<file path="config.mk">
export PLATFORM = sky130hd
export DESIGN_NAME = pgi_delay
export DESIGN_NICKNAME = d
export VERILOG_FILES = /design/src/design/pgi_delay.sv
export SDC_FILE = /design/constraint.sdc
export NUM_CORES = 1
export LEC_CHECK = 0
export BUFFER_PORTS_ARGS = -buffer_cell sky130_fd_sc_hd__buf_2
export CAP_MARGIN = 20
export CORE_AREA = 10 10 73 75
export DETAILED_ROUTE_END_ITERATION = 10
export DIE_AREA = 0 0 83 85
export SLEW_MARGIN = 10
export SYNTH_ARGS = -nofsm -noshare
export SYNTH_HDL_FRONTEND = slang
export SYNTH_SLANG_ARGS = --single-unit
</file>
<file path="constraint.sdc">
create_clock -name clock -period 1.61 [get_ports clock]
set_input_delay 0.161 -clock clock [delete_from_list [all_inputs] [get_ports clock]]
set_output_delay 0.161 -clock clock [all_outputs]
set_load 0.02 [all_outputs]
</file>
<file path="src/design/pgi_delay.sv">
// Enabled shift line that holds side data level with a pipelined unit.
// Depends on nothing.
`default_nettype none
module pgi_delay #(
   parameter int unsigned W = 8,
   parameter int unsigned D = 4
) (
   input  logic         clock,
   input  logic         en,
   input  logic [W-1:0] din,
   output logic [W-1:0] dout
);
   logic [W-1:0] line_ff [D];

   always_ff @(posedge clock) begin
      if (en) begin
         line_ff[0] <= din;
         for (int k = 1; k < D; k++) begin
            line_ff[k] <= line_ff[k-1];
         end
      end
   end

   assign dout = line_ff[D-1];
endmodule
`default_nettype wire

</file>
# After elaboration in Yosys (flattened, before gate mapping)
# Memories as Yosys holds them, arrays and structs flattened.
# Index checks and enable logic that the tools add are counted.
# Widths: inputs -> output; s select.
# op_classes
muxes,2
# ops
op,count
$mux 1,2
# word_totals
memories,1
output_inout_bits,8
wordCells,3
in_bits,10
ram_bits,32
regBits,0
# memory_table
name,depth,width,read_ports,rd_ports_with_merged_regs,wr,line,text
line_ff,4,8,4,0,4,13,logic [W-1:0] line_ff [D];

# Depth between registers and ports, before layout
# depth
word_depth,2
depth_mapped,0
mapped_depth_nobuf,0

# Worst setup path before layout
# Ideal clock, no wire load.
# synth_path
path_type,reg-to-output
startpoint,memory line_ff[3][0]
endpoint,output dout[0]
required_time_ps,1449
stages_incl_launch_ff,1
arrival_ps,449
n_path_buf,0
slack_ps,1000
cell_sequence,edfxtp_1
# synth_lines
element,line,text
from (decl),13,
to (decl),11,output logic [W-1:0] dout

==> results.md <==
- Clk Latency, worst-skew pair: around 0.27 ns
- Slew @ Worst Pin: 0.3035 ns
- CTS tree: done
- Post-CTS Setup Bufs: 0
- Max FFs per register: 32
- Total clock sinks: 32
- Final Hold Viols: 0
- Worst relative slew slack: 0.7977
- Area growth syn-to-layout: 25.78%
- Period minus WS final: roughly 0.97 ns
- CTS Buffer Depth: 2
- CP max stage cell: edfxtp_1
- Initial Util: 0.2455
- Post-route setup TNS: 0 ns
- Core Rows: 23
- Via count: 375
- Power per cell area: 1319 mW/mm²
- Worst Path Arrival: about 0.81 ns
- Placed cell area: 0.001129 mm²
- Chain of cells forming the critical path: buf_2
- DP HPWL: 798.5 µm
- EDFF count, synth: 32
- CORE AREA: 0.003914 mm²
- Syn_nets: 42
- Sequential share of the synthesized area: 1.000
- Routed len/inst: 10.73 µm
- Main area contributors after synthesis: edfxtp_1 (100%)
- Global Route Usage Sum: 0.03763
- Total Die Area: 0.007055 mm²
- Share of layout cells above drive strength 1: 0.3966
- Post-CTS sizing: 0
- Total CTS buffers: 5
- CTS hold repair buffers: 0
- Multi-input logic area: 0 µm²
- Worst-path fanout max: 1
- Max Slew Vio Count: 0
- DIE HEIGHT: between 80 and 90 µm
- Antenna viol nets, final: 0
- Worst-path clk slew: 0.06 ns
- Status: finished clean
- Vias in the first global route: around 420
- Synth Cell Area: 960.9 µm²
- Drt total wl: around 1200 µm
- Hold Slack: 0.06367 ns
- Worst endpoint required time: 1.45 ns
- Layout Nets: 67
- TritonRoute pass-1 iters: 2
- Register bit count reported by yosys: 32
- Yosys warning count: 0
- R2R cell count: 0
- 1st-iter DRT viols: 10
- Largest regs: line_ff (32)
- Final core occ: 0.3088
- Commonest cells post-synth: edfxtp_1 (32)
- Syn avg cell area: 30.03 µm²
- IO Count: 18
- Antenna violations before repair: 0
- Synth Flop Type: edfxtp_1
- Critical Path Source Type: register
- CP endpoint kind: output port
- CP Class: reg2out
- Share of the clock period used by the worst path: 0.6015
- Top cell type's share of synthesized area: 1.000
- Routability cong.: slightly above 0.6
- Pre-CTS worst setup slack: 0.6456 ns
- Cell area after layout: 0.001209 mm²
- CP peak stage delay: 0.37 ns
- Total gr overflow: 0
- First-pass GRT wire length: 1994 µm
- Asr flop ratio synth: 0
- Met3 wire len: 79 µm
- CP delay by family, top: flip-flops
- Mapped Cells: 32
- Max VDD drop: 0.6606 mV
- Met1 wire length: 470 µm
- Via density per instance: between 3 and 4
- Top reg by flops: line_ff
- Hold path depth: 1
- Highest routed layer: met4
- Hold path startpoint: din[0]
- Met2 Routed Length: 594 µm
- Crit path from: line_ff[3][4]
- Multi-input gates: 0
- Hold Crit Class: in2reg
- DRC errors left: 0
- Leak pwr: 0.4293 nW
- Die W: roughly 83 µm
- Count leader, synth: edfxtp_1
- Max-Cap Viols: 0
- WP buf/inv: 1
- Synth unique cells: 1
- # setup viols final: 0
- Fin Clk Skew: 0.003194 ns
- Synth area leader: edfxtp_1
- Worst setup margin: 0.6416 ns
- F_max: a little over 1000 MHz
- CTS root buf: clkbuf_8
- Largest net degree at the start of global routing: 21
- Port buffer count: 17
- Reg-to-reg startpoint: line_ff[1][3]
- RSZ-0062 raised after global routing: false
- Ant. Diodes: 0
- WP depth: 1
- H-tree levels: 2
## where the power goes
group | leakage, nW | internal [mW] | switching, mW
clock | 0.0399 | 0.300 | 0.244
sequential | 0.313 | 0.982 | 0.0119
combinational | 0.0763 | 0.0197 | 0.0367
total | 0.429 | 1.30 | 0.292
## final timing paths
kind | slack [ns] | to
worst min register to register | 0.42 | line_ff[2][6]
worst max-delay path | 0.64 | dout[4]
worst min-delay path | 0.06 | line_ff[0][0]
worst max register to register | 0.98 | line_ff[2][3]
## layout by cell type (no fill, tap or decap)
cell type	n
edfxtp_1	32
buf_2	17
clkbuf_8	5
clkbuf_1	2
clkinv_1	1
buf_12	1
## layer usage
layer  up-vias  global-route usage
li1        178                   -
met1       178             0.03408
met2        17             0.06039
met3         2             0.02964
met4         0             0.01858
met5         -                   0
## cells by family (layout without fill, tap and decap cells)
family | Yosys count | after routing | share of synthesized area
flip-flops | 32 | 32 | 1.000
buffers and inverters | 0 | 26 | 0
## cell type report
type	instances	area, µm²
fill	406	2705
sequential	32	960.9
timing repair buffer	18	105.1
clock buffer	7	76.32
clock inverter	1	3.754
tap	50	62.56
## per-stage QoR
| step | instances | power [mW] |
|---|---|---|
| 6_report | 108 | 1.594 |
| 5_1_grt | 108 | 1.670 |
| 4_1_cts | 108 | 1.626 |
| 3_5_place_dp | 100 | 1.070 |
| 3_3_place_gp | 100 | 1.065 |
| 2_1_floorplan | 32 | 1.024 |
Power figures use the tool's default switching activity.
