===== config.mk =====
export PLATFORM = sky130hd
export DESIGN_NAME = pgi_isqrt
export DESIGN_NICKNAME = d
export VERILOG_FILES = /design/src/design/pgi_isqrt.sv
export SDC_FILE = /design/constraint.sdc
export NUM_CORES = 1
export LEC_CHECK = 0
export ABC_AREA = 1
export BUFFER_PORTS_ARGS = -buffer_cell sky130_fd_sc_hd__clkbuf_2
export CAP_MARGIN = 15
export CORE_ASPECT_RATIO = 1.25
export CORE_UTILIZATION = 45
export DETAILED_ROUTE_END_ITERATION = 6
export GPL_ROUTABILITY_DRIVEN = 0
export HOLD_SLACK_MARGIN = 0.02
export PLACE_DENSITY_LB_ADDON = 0.2
export SYNTH_ARGS = -nofsm -noshare
export SYNTH_HDL_FRONTEND = slang
export SYNTH_SLANG_ARGS = --single-unit

===== constraint.sdc =====
create_clock -name clock -period 1.9 [get_ports clock]
set_input_delay 0.38 -clock clock [delete_from_list [all_inputs] [get_ports clock]]
set_output_delay 0.38 -clock clock [all_outputs]
set_load 0.01 [all_outputs]

===== src/design/pgi_isqrt.sv =====
// Pipelined digit-by-digit integer square root, one root bit per stage.
// Gives floor(sqrt(rad)). Depends on nothing.
`default_nettype none
module pgi_isqrt #(
   parameter int unsigned RW = 16
) (
   input  logic            clock,
   input  logic            en,
   input  logic [2*RW-1:0] rad,
   output logic [RW-1:0]   root
);
   logic [2*RW-1:0] rad_ff  [RW];
   logic [RW:0]     rem_ff  [RW];
   logic [RW-1:0]   root_ff [RW];

   for (genvar k = 0; k < RW; k++) begin : g_stage
      logic [2*RW-1:0] rad_prev;
      logic [RW:0]     rem_prev;
      logic [RW-1:0]   root_prev;
      logic [RW+2:0]   cat;
      logic [RW+2:0]   trial;
      logic [RW+2:0]   diff;
      logic            fits;

      if (k == 0) begin : g_first
         assign rad_prev  = rad;
         assign rem_prev  = '0;
         assign root_prev = '0;
      end else begin : g_next
         assign rad_prev  = rad_ff[k-1];
         assign rem_prev  = rem_ff[k-1];
         assign root_prev = root_ff[k-1];
      end

      // bring down the next bit pair, try root*4+1
      assign cat   = {rem_prev, rad_prev[2*RW-1 -: 2]};
      assign trial = {1'b0, root_prev, 2'b01};
      assign diff  = cat - trial;
      assign fits  = ~diff[RW+2];

      always_ff @(posedge clock) begin
         if (en) begin
            rad_ff[k]  <= {rad_prev[2*RW-3:0], 2'b00};
            rem_ff[k]  <= fits ? diff[RW:0] : cat[RW:0];
            root_ff[k] <= {root_prev[RW-2:0], fits};
         end
      end
   end

   assign root = root_ff[RW-1];
endmodule
`default_nettype wire


* After elaboration in Yosys (flattened, before gate mapping)
Memory sizes are Yosys's and may differ from the RTL's. Index checks and enable logic that the tools add are counted.
Word-level totals: memories 3, bits in read-only memories 0, output and inout bits 16, flip-flop bits (word level) 0, bits in latches 0, input port bits 34, RAM bits 1008
Memory list:
- rad_ff | words 16, width 30, rd ports 15, clocked after Yosys merged registers in 0, write ports 16, line 12 | logic [2*RW-1:0] rad_ff [RW];
- rem_ff | words 16, width 17, rd ports 15, clocked after Yosys merged registers in 0, write ports 16, line 13 | logic [RW:0] rem_ff [RW];
- root_ff | words 16, width 16, rd ports 16, clocked after Yosys merged registers in 0, write ports 16, line 14 | logic [RW-1:0] root_ff [RW];
Operators by class: muxes and demuxes 18, magnitude comparators 0, reductions and logical operators 0, equality and inequality tests 0, multipliers 0, shifts and indexed selects 0, bitwise operators 16, div/mod/pow operators 0, $add $sub $neg 16
Operators by type and width (number):
- $sub 19x18->19 | 15
- $mux 17 | 16
- $not 1->1 | 16
- $sub 2x1->3 const B | 1
- $mux 1 | 2

* Logic depth before layout (Yosys ltp)
An unclocked memory read counts as a cell.
word-level depth 3, gate-level depth with buffers 14

* Worst setup path before layout
Ideal clock, no wire load.
kind register to register, from mem rem_ff[0][35] (netlist name), to mem rem_ff[0][57] (netlist name), data pin, cell stages (with the launch flop) 13, setup slack -67 ps, data required time 1642 ps, buffers on the path 1, arrival 1709 ps, clock period less this slack 1967 ps, library setup time 258 ps, path through edfxtp_1 ha_1 a21oi_2 nand2_1 nand2_1 nand2_2 nor2_4 nand2_1 nand2_1 nand2_2 buf_6 nand2_1 nand2_1
RTL lines (line):
- start, declared | 13

==> qor.yml <==
antennaDiodeCount: 0
fillers: 5149
hold_path_class: "input pin to register"
clk_latency_ns: 0.67
synth_top_cell_by_area: "edfxtp_1"
rows: 110
timing.rr.start: "rem_ff[1][94]"
synth-simple-area-share_pct: 26.6
crit_fanout: 8
synth_area_leaders: "edfxtp_1 (56%), nand2_1 (14%), inv_1 (6.0%)"
io_pins: 50
cp_slowest_stage_delay_ns: 0.47
maxSlewHeadroom_pct: 36.5
holdWs_ns: 0.0665
drc: 1
reg2reg_to: "rem_ff[1][116]"
htree_levels: 2
synth_top_cell_area_share_pct: 55.6
synthAdderAreaFrac_pct: 5.16
start_util_pct: 45.4
grt_first_pass_wirelength_um: 131000
switching_share_pct: 34.8
ys_async_sr_fraction_pct: 0
synth_commonest_cells: "nand2_1 (1187), edfxtp_1 (606), inv_1 (526)"
startpoint: "rem_ff[1][94]"
synth_ff_type: "edfxtp_1"
critPathCapture: "rem_ff[1][116]"
synth.yosys.seq_area_share_pct: 55.6
grt_max_degree: 59
clkSinkCount: 606
grt_overflow: 0
dp_hpwl_um: 57000
synth_edf_count: 606
die_h_um: 303
outcome: "finished with violations"
worstPathArrival_ns: 2.60
drv_cap: 0
final.setup.worst_slack_ns: -0.293
placed_area_sq_um: 39000
synth.most_common_cell: "nand2_1"
seqPwrFrac_pct: 35.7
finalSetupViolations: 211
syn_area_sq_um: 32700
cp_cell_sequence: "ha_4 > nand2_4 > nand2_4 > nand2_2 > nand2_2 > a21oi_4 > buf_6 > buf_6 > nand3_4 > nand3_4 > nand2_1"
post-route-min-period_ns: 2.19
grtUsageTotal_pct: 22.0
fmax_mhz: 456
area_growth_pct: 48.3
powerDensity_nw_per_um2: 1040
r2r_slack_ns: -0.29
combPwrFrac_pct: 39.1
synth-compound-area-share_pct: 2.52
cp_data_required_time_ns: 2.30
wl_um: 93400
cts.clk_slew.worst_paths_ns: 0.07
rsz0062_at_grt: "yes"
dieArea_sq_um: 73800
synth_area_per_cell_sq_um: 9.20
coreArea_sq_um: 72000
end_kind: "register"
ir_drop_v: 0.000837
syn-num-nets: 3724
grt_pass1_vias: 26300
power.internal_mw: 32.9
wire_per_inst_um: 16.9
power.share.clock_pct: 25.2
slew_violations: 0
violations: "DRC, setup timing"
fin_crit_sh_pct: 115
synth_xor_area_share_pct: 2.70
tightest_slew_ns: 0.951
drive_above_1_share_pct: 41.4
drt_pass1_iterations: 7
numCtsBuffers: 61
synth_cells: 3555
switchingPower_mw: 17.5
cts_tree: "built"
ys_ff_latch: 606
cts_root_buffer: "clkbuf_16"
numPortBuffers: 49
fin_skew_ns: 0.0782
final_antenna_net_count: 0
hold_viol_final: 0
yosys-mux-area-fraction_pct: 0
synth_top_family_by_area: "simple AND/OR/NAND/NOR gates"
rr_worst_depth: 11
worstSetupPathType: "register to register"
die_x_um: 243
cp_slowest_cell: "edfxtp_1"
first_iter_violations: 2087
ys_types: 44
leakage_nw: 21.8
nets: 4702
route.vias.total: 28600
antenna_found_initial: 0
viasPerCell: 5.16
cp-start-kind: "register"
yosysWarnings: 0
finalInstanceArea_sq_um: 48500
cts_max_path_buffers: 3
[flip-flops by register name, summed over array words and instances, names as in the netlist]
signal and flops:
rad_ff 240, rem_ff 230, root_ff 136
[worst min path at each step]
| stage | startpoint | endpoint | slack (ns) | depth (start not counted) |
|---|---|---|---|---|
| final | en | rad_ff[0][3] | 0.07 | 1 |
| after global routing | en | rad_ff[0][3] | 0.05 | 1 |
| after CTS | en | rad_ff[0][3] | 0.05 | 1 |
| after detailed placement | rad_ff[0][83] | rad_ff[0][115] | 0.40 | 0 |
| after global placement | rad_ff[0][64] | rad_ff[0][96] | 0.40 | 0 |
| after floorplan | rad_ff[0][68] | rad_ff[0][100] | 0.40 | 0 |
[critical path: cells and delay by family (launching register included)]
| family | cells | cell delay (ns) |
|---|---|---|
| AOI/OAI and AO/OA | 1 | 0.19 |
| adders and majority gates | 1 | 0.30 |
| DFF | 1 | 0.47 |
| and+or+nand+nor | 7 | 0.75 |
| buffers and inverters | 2 | 0.21 |
[area by class of cell]
type                            count  area, sq um  share of cell area, %
Timing Repair Buffer              912         7530                   15.5
Multi-Input combinational cell   2423        17500                   36.0
Tap cell                          952         1190                   2.46
Inverter                          529         2000                   4.12
Clock inverter                     53          608                   1.25
Clock buffer                       61         1530                   3.15
Sequential cell                   606        18200                   37.5
[logic make-up after synthesis]
family                   count (synthesis)
adder cells (fa/ha/maj)                135
AND/OR/NAND/NOR                       1980
buffers and inverters                  578
flip-flops                             606
other                                    1
AO/OA/AOI/OAI                          154
XOR/XNOR                               101
[through the flow]
stage | total power, mW | TNS [ns] | util, % | setup WS [ns] | instances
after floorplan | 26.1 | 0 | - | 0.000265 | 3555
after global placement | 31.5 | -34.71 | 54.2 | -0.319 | 5116
after detailed placement | 31.7 | -41.07 | 54.2 | -0.372 | 5116
after CTS | 46.6 | -20.98 | 61.5 | -0.163 | 5389
after global routing | 52.8 | -50.81 | 67.4 | -0.361 | 5536
final | 50.4 | -33.99 | 67.4 | -0.293 | 5536
[power by group through the flow]
stage / clock, mW / sequential, mW / combinational, mW
floorplan: 0 / 17.8 / 8.27
global placement: 0 / 18.1 / 13.5
detailed placement: 0 / 18.1 / 13.6
CTS: 12.9 / 17.9 / 15.8
global route: 13.3 / 18.2 / 21.3
finish: 12.7 / 18.0 / 19.7
[placed cells by master, fill, tap and decap left out, drive strengths merged, types with 59 or more instances in the layout]
cell type	instances
ha	135
edfxtp	606
clkbuf	117
nand4	59
o21ai	59
inv	533
nor2	213
xor2	69
buf	823
nand3	405
a21oi	83
nand2	1272
[routing by layer]
layer | track usage, % | part of all wire [%] | vias to the layer above
met3 | 2.39 | 5.2 | 353
met5 | 0 | 0 | -
li1 | - | - | 13800
met1 | 25.2 | 37 | 13500
met2 | 41.5 | 53 | 977
met4 | 9.34 | 5.2 | 0
[timing repair]
| item | 4_1_cts | 5_1_grt |
|---|---|---|
| cloned | 30 | 33 |
| endpoints found under the hold margin | 33 | 0 |
| hold buffers | 33 | 0 |
| setup endpoints to repair | 215 | 228 |
| setup buffers | 98 | 122 |
| pin swaps | 139 | 323 |
| resized for setup | 369 | 690 |
Power figures use the tool's default switching activity.
