[src/design/pgi_udiv.sv]
// Pipelined restoring divider, one quotient bit per stage.
// Numerator is {num_hi, num_lo} with num_hi below den. Depends on nothing.
`default_nettype none
module pgi_udiv #(
   parameter int unsigned QW = 32,
   parameter int unsigned DW = 32
) (
   input  logic          clock,
   input  logic          en,
   input  logic [DW-1:0] num_hi,
   input  logic [QW-1:0] num_lo,
   input  logic [DW-1:0] den,
   output logic [QW-1:0] quo
);
   logic [DW-1:0] rem_ff [QW];
   logic [QW-1:0] lo_ff  [QW];
   logic [DW-1:0] den_ff [QW];

   for (genvar k = 0; k < QW; k++) begin : g_stage
      logic [DW-1:0] rem_prev;
      logic [QW-1:0] lo_prev;
      logic [DW-1:0] den_prev;
      logic [DW:0]   cat;
      logic [DW:0]   diff;
      logic          fits;
      logic [DW-1:0] rem_in;
      logic [QW-1:0] lo_in;

      if (k == 0) begin : g_first
         assign rem_prev = num_hi;
         assign lo_prev  = num_lo;
         assign den_prev = den;
      end else begin : g_next
         assign rem_prev = rem_ff[k-1];
         assign lo_prev  = lo_ff[k-1];
         assign den_prev = den_ff[k-1];
      end

      // shift in the next numerator bit, subtract when it fits
      assign cat    = {rem_prev, lo_prev[QW-1]};
      assign diff   = cat - {1'b0, den_prev};
      assign fits   = ~diff[DW];
      assign rem_in = fits ? diff[DW-1:0] : cat[DW-1:0];
      assign lo_in  = {lo_prev[QW-2:0], fits};

      always_ff @(posedge clock) begin
         if (en) begin
            rem_ff[k] <= rem_in;
            lo_ff[k]  <= lo_in;
            den_ff[k] <= den_prev;
         end
      end
   end

   assign quo = lo_ff[QW-1];
endmodule
`default_nettype wire

[config.mk]
export PLATFORM = sky130hd
export DESIGN_NAME = pgi_udiv
export DESIGN_NICKNAME = d
export VERILOG_FILES = /design/src/design/pgi_udiv.sv
export SDC_FILE = /design/constraint.sdc
export NUM_CORES = 2
export LEC_CHECK = 0
export ABC_CLOCK_PERIOD_IN_PS = 9300
export BUFFER_PORTS_ARGS = -buffer_cell sky130_fd_sc_hd__buf_4
export CAP_MARGIN = 10
export CELL_PAD_IN_SITES_DETAIL_PLACEMENT = 0
export CELL_PAD_IN_SITES_GLOBAL_PLACEMENT = 1
export CORE_MARGIN = 3
export CORE_UTILIZATION = 42
export DETAILED_ROUTE_END_ITERATION = 8
export PLACE_DENSITY = 0.75
export SYNTH_ARGS = -nofsm -noshare
export SYNTH_HDL_FRONTEND = slang
export SYNTH_SLANG_ARGS = --single-unit
[constraint.sdc]
create_clock -name clock -period 9.3 [get_ports clock]
set_clock_uncertainty 0.1 [all_clocks]
set_input_delay 2.325 -clock clock [delete_from_list [all_inputs] [get_ports clock]]
set_output_delay 2.325 -clock clock [all_outputs]
set_load 0.05 [all_outputs]
## After elaboration in Yosys (flattened, before gate mapping)

Memory sizes are Yosys's and may differ from the RTL's.
Index checks and enable logic that the tools add are counted.
W data, S select, Z words.

| word-level totals | value |
|---|---|
| register bits after elaboration | 0 |
| RAM bits | 3072 |
| logic and storage cells | 101 |
| memories | 3 |

Memories:

| memory | depth | bits a word | read ports | clocked after memory_dff | wr ports | line | RTL |
|---|---|---|---|---|---|---|---|
| den_ff | 32 | 32 | 31 | 0 | 32 | 17 | `logic [DW-1:0] den_ff [QW];` |
| lo_ff | 32 | 32 | 32 | 0 | 32 | 16 | `logic [QW-1:0] lo_ff [QW];` |
| rem_ff | 32 | 32 | 31 | 0 | 32 | 15 | `logic [DW-1:0] rem_ff [QW];` |

| cells by class | value |
|---|---|
| $add $sub $neg | 32 |
| mux-type cells | 34 |
| bitwise operators | 32 |

Operators by type and width:

| cell | number |
|---|---|
| $sub A33 B32 Y33 | 32 |
| $mux W32 | 32 |
| $not A1 Y1 | 32 |
| $mux W1 | 2 |

## Longest topological paths before layout

| logic depth | value |
|---|---|
| depth after elaboration | 2 |
| gate-level depth with buffers | 15 |

## Worst setup path before layout

Ideal clock, no wire load.

| timing | value |
|---|---|
| kind | input to register |
| start | in num_lo[31] |
| end | mem rem_ff[0][23] (data pin) |
| setup time | 260 ps |
| arrival time | 5177 ps |
| data required time | 8940 ps |
| path slack | 3763 ps |
| stages on the path | 15 |
| buffers on the path | 1 |
| cell sequence | inv_1 -> ha_1 -> fa_1 -> nor2b_1 -> o21ai_0 -> a211oi_1 -> nor4b_1 -> or2_2 -> o21a_1 -> nor3b_1 -> nor4_1 -> nor3_1 -> inv_2 -> buf_2 -> mux2_2 |

RTL lines:

| item | line | RTL |
|---|---|---|
| from (decl) | 11 | `input logic [QW-1:0] num_lo,` |
| to (decl) | 15 |  |

==> metrics.txt <==
# TYPE chip_impl_metric gauge
chip_impl_metric{name="num_rows",unit=""} 223
chip_impl_metric{name="dpl-instance-area",unit="um^2"} 163100
chip_impl_metric{name="cts-htree-levels",unit=""} 5
chip_impl_metric{name="grt_use_total",unit=""} 0.1573
chip_impl_info{name="synth_commonest_cells",value="sky130_fd_sc_hd__edfxtp_1, sky130_fd_sc_hd__inv_1, sky130_fd_sc_hd__ha_1"} 1
chip_impl_metric{name="finalCritPeriodShare",unit=""} 0.6234
chip_impl_metric{name="postSynthRegisterBits",unit=""} 3008
chip_impl_metric{name="final-setup-viol-count",unit=""} 0
chip_impl_info{name="critical_path.startpoint_type",value="input pin"} 1
chip_impl_info{name="hold_path_startpoint",value="lo_ff[21][25]"} 1
chip_impl_metric{name="synth_top_area_share",unit=""} 0.5784
chip_impl_metric{name="vertical_extent_of_the_die",unit="um"} 615.8
chip_impl_info{name="worst_r2r_endpoint",value="rem_ff[12][4]"} 1
chip_impl_metric{name="io_buffer_count",unit=""} 129
chip_impl_info{name="setup.worst_path.class",value="input pin to register"} 1
chip_impl_metric{name="route.detailed.wl_per_inst",unit="um"} 16.92
chip_impl_metric{name="post-route-drc-count",unit=""} 0
chip_impl_metric{name="reg2reg_setup_slack",unit="ps"} 4100
chip_impl_metric{name="initial_core_util",unit=""} 0.4224
chip_impl_info{name="timing.hold.worst.class",value="register to register"} 1
chip_impl_metric{name="gp_congestion",unit=""} 0.8502
chip_impl_metric{name="synth_adder_area_share",unit=""} 0.08594
chip_impl_metric{name="power.leakage",unit="nW"} 69.69
chip_impl_metric{name="syn_nets",unit=""} 13700
chip_impl_metric{name="cts_repair_resize_count",unit=""} 0
chip_impl_metric{name="period_minus_slack",unit="ps"} 5798
chip_impl_metric{name="synthArstFlopShare",unit=""} 0
chip_impl_metric{name="grt.overflow.total",unit=""} 0
chip_impl_metric{name="synthesis.area",unit="um^2"} 156200
chip_impl_metric{name="boundaryPins",unit=""} 130
chip_impl_metric{name="cp.required",unit="ps"} 9810
chip_impl_info{name="netlist_top_cells_area",value="sky130_fd_sc_hd__edfxtp_1, sky130_fd_sc_hd__ha_1, sky130_fd_sc_hd__mux2_2"} 1
chip_impl_info{name="worstSetupStartpoint",value="num_lo[31]"} 1
chip_impl_metric{name="grt_pass1_vias",unit=""} 91950
chip_impl_metric{name="max_slew_margin",unit=""} 0.2227
chip_impl_metric{name="floorplan.die_area",unit="um^2"} 379200
chip_impl_metric{name="critical-path-max-stage-delay",unit="ps"} 580
chip_impl_metric{name="clock_tree.buffer_depth",unit=""} 4
chip_impl_info{name="synth_largest_area_cell",value="sky130_fd_sc_hd__edfxtp_1"} 1
chip_impl_info{name="combinational_family_with_the_most_area_after_synthesis",value="compound AO/OA/AOI/OAI gates"} 1
chip_impl_metric{name="synth_sequential_area_ratio",unit=""} 0.5784
chip_impl_metric{name="initial_drt_pass_iterations",unit=""} 6
chip_impl_metric{name="postSynthAreaPerCell",unit="um^2"} 12.45
chip_impl_metric{name="route.final.wire_length",unit="mm"} 305.0
chip_impl_info{name="clock_tree_from_tritoncts",value="yes"} 1
chip_impl_metric{name="post_drt_via_cell_ratio",unit=""} 5.164
chip_impl_metric{name="utilization_after_layout",unit=""} 0.4699
chip_impl_metric{name="drt_iter0_markers",unit=""} 5806
chip_impl_metric{name="synth_xor_area_frac",unit=""} 0.04724
chip_impl_info{name="grt_setup_unrepaired",value="false"} 1
chip_impl_metric{name="report.final.slew_viol_count",unit=""} 0
chip_impl_metric{name="timing_worst_slew_pin_value",unit="ps"} 1164
chip_impl_metric{name="die_width",unit="um"} 615.8
chip_impl_metric{name="worstRegToRegCells",unit=""} 12
chip_impl_metric{name="drive_gt1_frac",unit=""} 0.1083
chip_impl_metric{name="fill_cell_instance_count_of_the_final_layout",unit=""} 32910
chip_impl_info{name="r2r_start",value="den_ff[11][0]"} 1
chip_impl_info{name="path_common_cell",value="sky130_fd_sc_hd__buf_4"} 1
chip_impl_metric{name="synth_simple_gate_area_frac",unit=""} 0.06890
chip_impl_metric{name="synth.lib_cells_used.distinct",unit=""} 90
chip_impl_metric{name="numCtsBuffers",unit=""} 338
chip_impl_metric{name="detailed_place_hpwl",unit="mm"} 222.3
chip_impl_metric{name="grt_first_pass_wirelength",unit="mm"} 490.0
chip_impl_info{name="yosys.cell_count.top_type",value="sky130_fd_sc_hd__edfxtp_1"} 1
chip_impl_metric{name="syn-instance-count",unit=""} 12550
chip_impl_metric{name="max_freq",unit="GHz"} 0.1725
chip_impl_metric{name="post_route_setup_tns",unit="ps"} 0
chip_impl_metric{name="areaGrowthSynthToFinish",unit="%"} 11.25
chip_impl_metric{name="max_cap_viol_count",unit=""} 0
chip_impl_metric{name="clock_sinks",unit=""} 3008
chip_impl_metric{name="antenna_violating_nets_post_route",unit=""} 0
chip_impl_metric{name="yosys-mux-area-fraction",unit=""} 0.05250
chip_impl_metric{name="ir_worst_vdd",unit="V"} 0.0001959
chip_impl_metric{name="core_area",unit="um^2"} 369700
chip_impl_metric{name="clkTransAtPathRegs",unit="ps"} 60
chip_impl_metric{name="via_count",unit=""} 93120
chip_impl_metric{name="nNetsFinal",unit=""} 13960
chip_impl_metric{name="post_cts_buffers",unit=""} 0
chip_impl_metric{name="post_synth_edffs",unit=""} 3008
chip_impl_metric{name="pin_count_of_the_biggest_net_entering_global_routing",unit=""} 177
chip_impl_metric{name="insertion_delay",unit="ps"} 920
chip_impl_metric{name="layout.cell_area.non_filler",unit="um^2"} 173700
chip_impl_metric{name="holdBufCountCts",unit=""} 0
chip_impl_info{name="worstHoldEndpoint",value="lo_ff[22][26]"} 1
chip_impl_metric{name="crit_arrival",unit="ps"} 6310
chip_impl_metric{name="hold_depth",unit=""} 0
chip_impl_metric{name="antenna_found_initial",unit=""} 2
chip_impl_info{name="setup.worst_path.end_class",value="register"} 1
chip_impl_metric{name="multi_input_area",unit="um^2"} 60040
chip_impl_info{name="yosys_most_used_dff",value="sky130_fd_sc_hd__edfxtp_1"} 1
chip_impl_metric{name="worst-path-max-fanout",unit=""} 32
chip_impl_info{name="critical_path_cell_by_cell",value="buf_4 -> inv_1 -> ha_1 -> fa_1 -> nor2b_1 -> o21ai_0 -> a211oi_1 -> nor4b_1 -> or2_2 -> o21a_1 -> nor3b_1 -> o211a_1 -> nor3_1 -> buf_4 -> inv_2 -> mux2_2"} 1
chip_impl_info{name="status",value="completed"} 1
chip_impl_info{name="cp_slowest_cell",value="sky130_fd_sc_hd__inv_2"} 1
chip_impl_metric{name="synth-compound-area-share",unit=""} 0.1284
chip_impl_metric{name="ys.warnings.count",unit=""} 0
chip_impl_metric{name="hold_violations",unit=""} 0
chip_impl_metric{name="power_per_cell_area",unit="nW/um^2"} 366.7
chip_impl_metric{name="sequential_cell_area",unit="um^2"} 90330
chip_impl_info{name="clock-root-buffer",value="sky130_fd_sc_hd__clkbuf_16"} 1
## state kept, by name, indices dropped and copies added (netlist names)
name	cells
lo_ff	1024
rem_ff	992
den_ff	992
## final cells by class
cell class / count / area share
flip-flops and latches: 3008 / 0.5199
inverters: 1270 / 0.02744
diodes: 2 / 0.00002881
repair buffers: 210 / 0.01013
clock inverters: 216 / 0.01129
well taps: 4950 / 0.03565
multi-input cells: 7979 / 0.3456
clock buffers: 396 / 0.04994
## how the worst max path moves through the flow
stage / end / slack, ps / cells after the start
2_1_floorplan: rem_ff[0][23] / 3760 / 15
3_3_place_gp: rem_ff[0][28] / 2480 / 16
3_5_place_dp: rem_ff[0][23] / 2580 / 16
4_1_cts: rem_ff[0][23] / 3550 / 16
5_1_grt: rem_ff[0][23] / 3220 / 16
6_report: rem_ff[0][29] / 3500 / 16
## through the flow
stage,power [mW],instances,hold slack [ps],setup WS (ps)
2_1_floorplan,44.25,12550,300.3,3763
3_3_place_gp,50.94,17420,300.2,2482
3_5_place_dp,51.02,17420,304.5,2580
4_1_cts,64.31,18030,281.0,3550
5_1_grt,68.46,18030,293.9,3224
6_report,63.71,18030,278.1,3502
## cells by family after synthesis
kind of cell               count (synthesis)
muxes                                    720
AOI/OAI and AO/OA                       3104
xor gates and xnor gates                 838
adders and majority gates               1054
buffers and inverters                   1561
DFF                                     3008
and+or+nand+nor                         2263
## layer usage
layer  part of all wire  wire (um)  GRT usage
met1               0.46     139200     0.2087
met2               0.48     145600     0.2680
met3              0.040      12300    0.02311
met4              0.026       7935    0.04356
met5                  0          0          0
## where the power goes
| part | switching (mW) | internal (mW) | total, mW |
|---|---|---|---|
| logic | 15.6 | 13.4 | 29.0 |
| clock network | 5.39 | 7.38 | 12.8 |
| registers | 1.92 | 20.0 | 21.9 |
| total | 22.9 | 40.8 | 63.7 |
## critical path, delay by kind of cell
family | cells | cell delay (ps)
compound gates | 4 | 980
buf+inv | 4 | 880
mux | 1 | 410
fa+ha+maj | 2 | 630
simple gates | 5 | 1030
## cell usage in the layout, fill, tap and decap left out, types with 31 or more instances in the layout
cell,Yosys,final
sky130_fd_sc_hd__o21a_1,182,182
sky130_fd_sc_hd__a21o_1,480,480
sky130_fd_sc_hd__nand4_1,109,109
sky130_fd_sc_hd__clkinv_1,0,83
sky130_fd_sc_hd__o21ai_0,757,757
sky130_fd_sc_hd__nor3_1,140,139
sky130_fd_sc_hd__o31ai_1,59,59
sky130_fd_sc_hd__xor2_1,334,328
sky130_fd_sc_hd__clkbuf_16,0,338
sky130_fd_sc_hd__nand2b_1,83,83
sky130_fd_sc_hd__a21oi_1,839,839
sky130_fd_sc_hd__clkinv_2,0,52
sky130_fd_sc_hd__xnor2_1,499,496
sky130_fd_sc_hd__mux2i_1,78,78
sky130_fd_sc_hd__ha_1,1023,1023
sky130_fd_sc_hd__nand2_1,758,758
sky130_fd_sc_hd__inv_1,1268,1268
sky130_fd_sc_hd__o211ai_1,60,60
sky130_fd_sc_hd__clkbuf_1,222,58
sky130_fd_sc_hd__mux2_4,50,50
sky130_fd_sc_hd__a211oi_1,49,49
sky130_fd_sc_hd__nor2b_1,119,119
sky130_fd_sc_hd__a31oi_1,117,117
sky130_fd_sc_hd__edfxtp_1,3008,3008
sky130_fd_sc_hd__nor2_1,541,541
sky130_fd_sc_hd__and3_1,105,105
sky130_fd_sc_hd__nand3b_1,36,36
sky130_fd_sc_hd__fa_1,31,31
sky130_fd_sc_hd__nand3_1,151,151
sky130_fd_sc_hd__a211o_1,45,45
sky130_fd_sc_hd__buf_4,1,196
sky130_fd_sc_hd__mux2_2,592,592
sky130_fd_sc_hd__o21bai_1,89,89
sky130_fd_sc_hd__or3_1,52,52
sky130_fd_sc_hd__and2_1,35,35
sky130_fd_sc_hd__o31a_1,56,56
No activity file was read; power rests on OpenSTA's default activity.
